[config.mk]
export PLATFORM = sky130hd
export DESIGN_NAME = lsnp_window
export DESIGN_NICKNAME = d
export VERILOG_FILES = /design/src/hw/rtl/lsnp_pkg.sv /design/src/hw/rtl/lsnp_window.sv
export SDC_FILE = /design/constraint.sdc
export NUM_CORES = 1
export LEC_CHECK = 0
export BUFFER_PORTS_ARGS = -buffer_cell sky130_fd_sc_hd__buf_4
export CORE_AREA = 2 2 79 81
export DETAILED_ROUTE_END_ITERATION = 7
export DIE_AREA = 0 0 81 83
export GPL_TIMING_DRIVEN = 1
export PLACE_DENSITY = 0.56
export SYNTH_ARGS = -nofsm -noshare
export SYNTH_HDL_FRONTEND = slang
export SYNTH_SLANG_ARGS = --single-unit
[constraint.sdc]
create_clock -name clk -period 4.2 [get_ports clk]
set_input_delay 0.21 -clock clk [delete_from_list [all_inputs] [get_ports clk]]
set_output_delay 0.21 -clock clk [all_outputs]
set_load 0.005 [all_outputs]
[src/hw/rtl/lsnp_pkg.sv]
// ----------------------------------------------------------------------------
// lsnp_pkg
// Shared types and constants for the lidar scan node parser.
// ----------------------------------------------------------------------------
package lsnp_pkg;

	// Field widths.
	localparam int unsigned ANGLE_W = 9;
	localparam int unsigned DIST_W  = 16;
	localparam int unsigned QUAL_W  = 6;
	localparam int unsigned BYTE_W  = 8;

	// Distance table depth in whole degrees.
	localparam int unsigned TABLE_DEPTH = 360;
	localparam logic [ANGLE_W-1:0] LAST_ENTRY = ANGLE_W'(TABLE_DEPTH - 1);
	localparam logic [ANGLE_W-1:0] DEPTH_9B = ANGLE_W'(TABLE_DEPTH);

	// Item kinds on the input and result channels.
	localparam logic KIND_BYTE = 1'b0;
	localparam logic KIND_READ = 1'b1;

	// A decoded node as it leaves the window logic.
	typedef struct packed {
		logic               hit;
		logic [ANGLE_W-1:0] angle;
		logic [DIST_W-1:0]  distance;
		logic [QUAL_W-1:0]  quality;
	} lsnp_node_t;

	// Write request into the distance table.
	typedef struct packed {
		logic               en;
		logic [ANGLE_W-1:0] addr;
		logic [DIST_W-1:0]  data;
	} lsnp_tbl_wr_t;

endpackage

[src/hw/rtl/lsnp_window.sv]
// ----------------------------------------------------------------------------
// lsnp_window
// Five-byte node window with sync test and node decode.
// ----------------------------------------------------------------------------
module lsnp_window import lsnp_pkg::*; (
	input  logic              clk,
	input  logic              arst_n,
	input  logic              byte_en,
	input  logic [BYTE_W-1:0] byte_in,
	output lsnp_node_t        node
);

	logic [BYTE_W-1:0] win_q [0:3];
	logic [2:0]        count_q;
	logic              full;
	logic              sync_ok;
	logic [14:0]       raw_angle;
	logic [15:0]       rounded;
	logic [9:0]        whole_deg;
	logic [9:0]        wrapped;

	// The fifth byte completes the window; bytes 0 to 3 are already stored.
	assign full    = (count_q == 3'd4);
	assign sync_ok = win_q[1][0] && (win_q[0][0] != win_q[0][1]);

	// Angle in 1/64 degree, rounded half up to whole degrees and wrapped once.
	assign raw_angle = {win_q[2], win_q[1][7:1]};
	assign rounded   = {1'b0, raw_angle} + 16'd32;
	assign whole_deg = rounded[15:6];
	assign wrapped   = (whole_deg >= 10'(TABLE_DEPTH)) ?
		(whole_deg - 10'(TABLE_DEPTH)) : whole_deg;

	always_comb begin
		node.hit      = byte_en && full && sync_ok;
		node.angle    = wrapped[ANGLE_W-1:0];
		node.distance = {byte_in, win_q[3]};
		node.quality  = win_q[0][7:2];
	end

	// Fill count: advances per byte, clears on a good node, stays at four on a resync.
	always_ff @(posedge clk or negedge arst_n) begin
		if (!arst_n) begin
			count_q <= 3'd0;
		end else if (byte_en) begin
			if (!full) begin
				count_q <= count_q + 3'd1;
			end else if (sync_ok) begin
				count_q <= 3'd0;
			end
		end
	end

	// Window bytes: fill in place, or drop the oldest byte when the test fails.
	always_ff @(posedge clk) begin
		if (byte_en) begin
			if (!full) begin
				win_q[count_q[1:0]] <= byte_in;
			end else if (!sync_ok) begin
				win_q[0] <= win_q[1];
				win_q[1] <= win_q[2];
				win_q[2] <= win_q[3];
				win_q[3] <= byte_in;
			end
		end
	end

`ifndef SYNTHESIS
	a_count_range: assert property (@(posedge clk) disable iff (!arst_n)
		count_q <= 3'd4)
		else $error("window count beyond four");
	a_hit_clears: assert property (@(posedge clk) disable iff (!arst_n)
		node.hit |=> count_q == 3'd0)
		else $error("window not emptied after a node");
	a_angle_range: assert property (@(posedge clk) disable iff (!arst_n)
		node.hit |-> node.angle < DEPTH_9B)
		else $error("node angle not wrapped");
`endif

endmodule

Yosys cells after proc, flatten, opt, wreduce, memory -nomap -nowiden
Memories as Yosys holds them, arrays and structs flattened.
Index checks and enable logic that the tools add are counted.
{"block": "totals", "regBits": 3, "mem_bits_rw": 32, "inputBits": 11, "out_inout_bits": 32, "wordCells": 27, "n_memories": 1}
{"memory": "win_q", "depth": 4, "word_bits": 8, "read_ports": 4, "rd_ports_with_merged_regs": 0, "write_ports": 4, "line": "lsnp_window.sv:13", "rtl": "logic [BYTE_W-1:0] win_q [0:3];"}
{"block": "classes", "addsub": 3, "order_cmp": 1, "n_eq_ne": 3, "n_mux": 13, "reduce_logical": 5}
{"op": "$add 15x6->16 const B", "n": 1}
{"op": "$ge 10x9->1 const B", "n": 1}
{"op": "$mux 9", "n": 1}
{"op": "$sub 9x9->9 const B", "n": 1}
{"op": "$mux 1", "n": 8}
{"op": "$mux 8", "n": 1}
{"op": "$reduce_or 8->1", "n": 1}
{"op": "$mux 3", "n": 2}
{"op": "$add 3x1->3 const B", "n": 1}
{"op": "$eq 3x3->1 const B", "n": 1}
{"op": "$logic_and 1x1->1", "n": 3}
{"op": "$mux 2", "n": 1}
{"op": "$ne 2x1->1 const B", "n": 1}
{"op": "$reduce_and 2->1", "n": 1}
{"op": "$ne 1x1->1", "n": 1}

Depth between registers and ports, before layout
Gate-level depths: netlist (run 1).
An unclocked memory read counts as a cell.
{"block": "depth", "depth_word": 9, "mapped_depth": 8, "depth_no_buf": 8}

Worst setup path after synthesis (run 1)
OpenSTA, ideal clock, no wires.
{"block": "synth_timing", "path_type": "register to register", "from": "register count_q[0]", "to": "memory win_q[1][0], enable pin", "setup_ps": 326, "arrival_time_ps": 1875, "t_required_ps": 3874, "path_slack_ps": 1999, "path_stages_with_launch": 8, "synth_period_minus_slack_ps": 2201, "path_cell_list": "dfrtp_1 > inv_1 > ha_1 > nand3_1 > nor2_1 > buf_2 > buf_1 > a21o_1"}
{"item": "start, declared", "line": "lsnp_window.sv:14", "rtl": "logic [2:0] count_q;"}
{"item": "start signal, assigned", "line": "lsnp_window.sv:46", "rtl": "count_q <= count_q + 3'd1;"}
{"item": "end, declared", "line": "lsnp_window.sv:13"}

==> impl_metrics.toml, run 1 <==
[yosys]
synth_cell_type_count = 41
synthCells = 173
post_synth.cell_area_avg_sq_um = 11.5
yosysWarningCount = 0
async_reset_ff_frac = 0.0857
ys_seq_elements = 35
seq_area_frac_synth = 0.523
synth_top_family_by_area = "compound AO/OA/AOI/OAI gates"
mappedNetlistArea_sq_um = 1980
ys_dominant_reg_cell = "sky130_fd_sc_hd__edfxtp_1"
synth-edff-count = 32
synthAdderAreaFrac = 0.0316
yosys-mux-area-fraction = 0.0183
synth-xor-area-share = 0.0442
synth_simple_gate_area_frac = 0.146
synth_compound_area_frac = 0.166
synth_fp_nets = 189

[clock_tree]
cts_made_buffers = 5
clkSinkCount = 35
cts_post_setup_buffers_inserted = 0
clock_tree_buf_depth = 2
ctsHtreeMaxLevel = 2
tritoncts = "yes"
clock_latency_ns = 0.28
cts_root_buffer = "sky130_fd_sc_hd__clkbuf_8"
cts.reportedPaths.clkPinSlew_ns = 0.07

[timing]
rsz0062_at_grt = "false"
pins_over_their_slew_limit = 0
timing.final.crit_period_ns = 2.71
slew_of_the_pin_with_the_lowest_slew_margin_ns = 0.988
period_share = 0.644
achievable-frequency_mhz = 370
timing.slew.headroom = 0.341
fin_skew_ns = 0.00310
final_hold_viol_count = 0
setup-tns-final_ns = 0
setup_violations = 0
finalHoldWorstSlack_ns = 0.121

[power_and_ir_drop]
power.clock.fraction = 0.176
seq_power_share = 0.454
combPwrFrac = 0.371
ir_worst_vdd_uv = 301
switchingPower_mw = 0.433
power_leakage_nw = 1.05
power.density_cell_area_nw_per_um2 = 542
internal-power_mw = 0.858
p_sw_frac = 0.335

[grt]
gr-usage-met1 = 0.148
globalRouteMet2Util = 0.195
gr-total-overflow = 0
first_global_vias = 1314
grt_pass1_wl_um = 6130
global_route.peak_usage_layer = "met2"
number_of_antenna_violations_at_the_first_check_in_global_routing = 0
grt.met3_usage = 0.0293
grt_start_max_net_pins = 28
globalRouteTotalUtil = 0.118

[die]
die_height_um = 83
die_w_um = 81
design.die.area_sq_um = 6720
core.rowCount = 28
io-pin-count = 43
coreArea_sq_um = 5820
initial_utilization = 0.341

[critical_path]
worst_path_dominant_cell_family = "simple AND/OR/NAND/NOR gates"
arrival_ns = 2.50
critical_path.cell_chain = "ha_1, nand3_2, or2_1, a31oi_1, nor2b_2, o21a_1, o211ai_2, xnor2_1, buf_4"
critical_path_peak_fanout = 8
critPathCaptureType = "output port"
worst_ep_required_time_ns = 3.99
critPathMaxStageDelay_ns = 0.42
setup.worst_path.start_class = "register"
critical_path_buf_inv_count = 1
worstSetupPathType = "reg -> out"
critPathSlowestCell = "sky130_fd_sc_hd__edfxtp_1"

[place]
port_buffers = 42
place.gp.congestion = 0.788
dp_hpwl_um = 2920
placed_cells_incl_taps = 274

[cells_and_area]
layout_common_cells = "45 x sky130_fd_sc_hd__buf_4, 32 x sky130_fd_sc_hd__edfxtp_1, 25 x sky130_fd_sc_hd__a21o_1, 14 x sky130_fd_sc_hd__nand2_1, 10 x sky130_fd_sc_hd__nor2b_1"
layout_cell_share_with_drive_strength_beyond_1 = 0.303
final_common_cell = "sky130_fd_sc_hd__buf_4"
fin_nets = 223
finished_layout_cells = 283
nFillCells = 589
area_growth_pct = 20.3
antenna-diode-count = 0

[routing]
drtPass1Iterations = 4
drc_errors = 0
totalWireLength_um = 3800
first_iter_violations = 37
wire_per_inst_um = 13.4
via_count = 1361
antenna_violating_nets_post_route = 0
post_drt_via_cell_ratio = 4.81

[worst_hold_path]
timing.hold.worst.class = "in -> reg"

[run]
max_cap_viol_count = 0

[outcome]
outcome = "completed"
-- cell usage after synthesis (all sizes together), types with 2 or more instances --
library cell   n  share of area
ha             5          0.032
nor3           4          0.010
edfxtp        32           0.48
o211ai         3          0.014
nand3          6          0.018
dfrtp          3          0.038
mux2           2          0.013
nor2           7          0.013
and2           3         0.0095
o32ai          2         0.0088
o21a           2         0.0076
nand2         14          0.027
xor2           4          0.018
o21ai          6          0.017
inv            4         0.0076
buf           18          0.062
a21o          26          0.099
xnor2          6          0.027
a21oi          2         0.0051
nor2b         11          0.036
-- final cells by class --
type | instances | area (sq um) | area share
sequential | 35 | 1040 | 0.435
multi-input combinational | 115 | 807 | 0.339
timing repair buffer | 46 | 348 | 0.146
tap | 75 | 93.8 | 0.0394
clock buffer | 5 | 68.8 | 0.0289
clock inverter | 3 | 15.0 | 0.00630
inverter | 4 | 15.0 | 0.00630
-- metrics by stage --
stage | total power, mW | instance area [sq um] | worst slack (ns) | util
after floorplan | 0.888 | 1980 | 2.00 | -
after global placement | 1.07 | 2290 | 1.74 | 0.394
after detailed placement | 1.08 | 2290 | 1.66 | 0.394
after CTS | 1.31 | 2380 | 1.47 | 0.410
after global routing | 1.39 | 2380 | 1.22 | 0.410
final | 1.29 | 2380 | 1.49 | 0.410
-- worst reg2reg max path: stages, from the launching register on --
cell and delay, ns:
sky130_fd_sc_hd__dfrtp_1 0.44, sky130_fd_sc_hd__inv_1 0.13, sky130_fd_sc_hd__ha_1 0.21, sky130_fd_sc_hd__nand3_1 0.17
sky130_fd_sc_hd__nor2_2 0.79, sky130_fd_sc_hd__buf_4 0.30, sky130_fd_sc_hd__nor2b_1 0.08, sky130_fd_sc_hd__a21o_2 0.19
-- final timing paths --
| check | from | to | slack [ns] | cells past startpoint |
|---|---|---|---|---|
| max reg2reg | count_q[0] | win_q[1][5] | 1.65 | 7 |
| min in group asynchronous | arst_n | count_q[1] | 0.25 | 2 |
| max | win_q[1][7] | node[26] | 1.49 | 9 |
| max in group asynchronous | arst_n | count_q[0] | 3.86 | 2 |
| min | byte_in[7] | win_q[3][7] | 0.12 | 1 |
| min reg2reg | count_q[2] | count_q[2] | 0.51 | 1 |
-- metal layers --
layer  wire length (um)  share of wire
met5                  0              0
met4                 33         0.0087
met3                189          0.050
met2               1880           0.49
met1               1700           0.45
-- state kept, by name, indices dropped and copies added (netlist names) --
signal   cells
win_q       32
count_q      3
-- power groups by stage --
stage / clock [mW] / combinational, mW / sequential (mW)
5_1_grt: 0.252 / 0.537 / 0.601
2_1_floorplan: 0 / 0.323 / 0.566
4_1_cts: 0.239 / 0.487 / 0.587
3_5_place_dp: 0 / 0.485 / 0.594
3_3_place_gp: 0 / 0.482 / 0.591
6_report: 0.227 / 0.478 / 0.585
-- cells by family (layout without fill, tap and decap cells) --
| family | after synthesis | count (layout) |
|---|---|---|
| xor gates and xnor gates | 10 | 10 |
| muxes | 3 | 3 |
| buffers and inverters | 23 | 58 |
| DFF | 35 | 35 |
| AOI/OAI and AO/OA | 44 | 44 |
| adders and majority gates | 5 | 5 |
| and+or+nand+nor | 53 | 53 |
-- timing repair --
action                    4_1_cts  5_1_grt
hold buffers                    1        0
resized for setup               0        0
hold endpoints to repair        3        0
Power figures use the tool's default switching activity.
==> run 2, diff against run 1 <==
--- a/config.mk
+++ b/config.mk
@@ -10,7 +10,7 @@
 export DETAILED_ROUTE_END_ITERATION = 7
 export DIE_AREA = 0 0 81 83
 export GPL_TIMING_DRIVEN = 1
-export PLACE_DENSITY = 0.56
+export PLACE_DENSITY = 0.58
 export SYNTH_ARGS = -nofsm -noshare
 export SYNTH_HDL_FRONTEND = slang
 export SYNTH_SLANG_ARGS = --single-unit
==> constraint.sdc (replaced) <==
create_clock -name clk -period 2.3 [get_ports clk]
set_input_delay 0.115 -clock clk [delete_from_list [all_inputs] [get_ports clk]]
set_output_delay 0.115 -clock clk [all_outputs]
set_load 0.005 [all_outputs]
==> run 2 against run 1 <==
The run now ends with negative setup slack left. Core utilization increased by 4.5 points. Clock power increased by 79%. Via count increased by 6.1%. Power increased by 100%. First-iteration DRC count increased by 78%. Register-to-register slack got worse by 1.3 ns. Worst setup slack got worse by 1.6 ns. Non-clock buffer count increased by 21. Hold slack got worse by 0.098 ns. Sequential cell count unchanged. Sequential share of layout area decreased by 4.3 points. Global-route usage increased by 1.4 points. Highest routed layer unchanged.
==> impl_metrics.toml, run 2 (synthesis results as in run 1) <==
[outcome]
outcome = "finished, violations left"
violations_in_the_final_reports = "negative setup slack"

[timing]
achievable-frequency_mhz = 415
pins_over_their_slew_limit = 0
slew_of_the_pin_with_the_lowest_slew_margin_ns = 0.413
setup_violations = 2
timing.slew.headroom = 0.725
period_share = 1.05
final_hold_viol_count = 0
finalWorstSetupSlack_ns = -0.112
timing.final.crit_period_ns = 2.41
rsz0062_at_grt = "true"
fin_skew_ns = 0.00643

[power_and_ir_drop]
ir_worst_vdd_uv = 436
power_leakage_nw = 1.18
power.density_cell_area_nw_per_um2 = 973

[die]
design.die.area_sq_um = 6720
coreArea_sq_um = 5820
core.rowCount = 28
die_w_um = 81
io-pin-count = 43
initial_utilization = 0.341
die_height_um = 83

[critical_path]
critical_path_peak_fanout = 5
worstSetupPathType = "reg -> out"
r2r-end = "win_q[0][7]"
critPathCaptureType = "output port"
setup.worst_path.start_class = "register"
worst-r2r-setup-slack_ns = 0.31
worst_setup_path_startpoint = "win_q[1][7]"
critical_path.cell_chain = "and3_4, mux2_4, a311oi_4, nor2b_4, o211ai_1, o211ai_2, xnor2_1, buf_4"
worst_ep_required_time_ns = 2.18
arrival_ns = 2.30
critPathSlowestCell = "sky130_fd_sc_hd__edfxtp_1"
critPathMaxStageDelay_ns = 0.45
regToRegStartpoint = "count_q[0]"
reg2reg_depth = 7

[grt]
grt_start_max_net_pins = 26
first_global_vias = 1405
grt_pass1_wl_um = 6970
globalRouteTotalUtil = 0.133
number_of_antenna_violations_at_the_first_check_in_global_routing = 0
gr-total-overflow = 0

[routing]
antenna_violating_nets_post_route = 0
totalWireLength_um = 4250
wire_per_inst_um = 14.0
via_count = 1444
first_iter_violations = 66
drc_errors = 0
post_drt_via_cell_ratio = 4.77
drtPass1Iterations = 4

[place]
pre_cts_slack_ns = 0.0100
dp_hpwl_um = 2980
port_buffers = 42
place.gp.congestion = 0.789
placed_cells_incl_taps = 278
placement.cell_area_sq_um = 2330

[clock_tree]
clock_tree_buf_depth = 2
tritoncts = "yes"
clock_latency_ns = 0.28
cts_root_buffer = "sky130_fd_sc_hd__clkbuf_8"
cts_made_buffers = 5
ctsHtreeMaxLevel = 2
clkSinkCount = 35
cts.reportedPaths.clkPinSlew_ns = 0.07

[cells_and_area]
final_common_cell = "sky130_fd_sc_hd__buf_4"
largest_register_ffs = 32
finished_layout_cells = 303
antenna-diode-count = 0
layout_cell_share_with_drive_strength_beyond_1 = 0.408
nFillCells = 582
layout_common_cells = "65 x sky130_fd_sc_hd__buf_4, 32 x sky130_fd_sc_hd__edfxtp_1, 25 x sky130_fd_sc_hd__a21o_1, 11 x sky130_fd_sc_hd__nand2_1, 10 x sky130_fd_sc_hd__nor2b_1"
largest_register = "win_q"
registers_with_the_most_flip_flops = "win_q x32, count_q x3"
area_growth_pct = 33.6
fin_nets = 244
final_core_utilization = 0.455
stdcell_area_sq_um = 2650

[worst_hold_path]
min-delay-start = "byte_in[5]"
worstHoldEndpoint = "win_q[3][5]"
timing.hold.worst.class = "in -> reg"
hold-path-cell-count = 1

[run]
max_cap_viol_count = 0
run 2: cell types whose count changed in the layout (fill, tap and decap cells not counted), moves of 2 or more:
cell	previous run	this run
sky130_fd_sc_hd__buf_4	45	65
sky130_fd_sc_hd__o21ai_0	5	3
sky130_fd_sc_hd__nand2_1	14	11
sky130_fd_sc_hd__nand2_2	0	3
sky130_fd_sc_hd__clkinv_2	3	1
sky130_fd_sc_hd__nor3_1	4	2
run 2: critical path, delay by kind of cell (launching register included):
| kind | cells | cell delay, ns |
|---|---|---|
| AOI/OAI and AO/OA | 3 | 0.62 |
| muxes | 1 | 0.31 |
| buffers and inverters | 1 | 0.13 |
| xor gates and xnor gates | 1 | 0.17 |
| DFF | 1 | 0.45 |
| and+or+nand+nor | 2 | 0.33 |
run 2: cell type report:
type	count	area, sq um	area share
sequential	35	1040	0.391
multi-input combinational	115	907	0.343
timing repair buffer	67	518	0.196
tap	75	93.8	0.0354
clock buffer	5	68.8	0.0260
inverter	4	15.0	0.00567
clock inverter	2	8.76	0.00331
run 2: layer usage:
metal | vias to the layer above | global-route usage | part of all wire
met3 | 6 | 0.0272 | 0.040
met1 | 677 | 0.195 | 0.51
met4 | 0 | 0.0508 | 0.015
met2 | 40 | 0.191 | 0.44
met5 | - | 0 | 0
li1 | 721 | - | -
run 2: timing repair:
| item | in CTS | in global routing |
|---|---|---|
| resized for setup | 10 | 10 |
| setup endpoints to repair | 5 | 5 |
| hold buffers | 1 | 0 |
| hold endpoints to repair | 3 | 0 |
| pin swaps | 7 | 5 |
| buffers inserted | 11 | 6 |
run 2: worst max path at each step:
stage	end	slack, ns	cells after the start
final	node[26]	-0.11	8
after global routing	node[26]	-0.22	10
after CTS	node[26]	-0.12	8
after detailed placement	node[26]	0.01	9
after global placement	node[26]	0.09	9
after floorplan	win_q[1][0]	0.1	7
run 2: report_power, final:
group | switching [mW] | internal (mW) | total (mW)
Sequential | 0.131 | 0.927 | 1.06
Combinational | 0.539 | 0.573 | 1.11
Clock | 0.206 | 0.201 | 0.407
run 2: per-stage QoR:
stage | hold WS (ns) | power (mW) | setup TNS, ns
final | 0.0224 | 2.58 | -0.145
after global placement | -0.0915 | 1.99 | 0
after global routing | 0.00695 | 2.75 | -0.539
after CTS | 0.0112 | 2.54 | -0.137
after detailed placement | -0.0890 | 2.01 | 0
after floorplan | -0.181 | 1.62 | 0
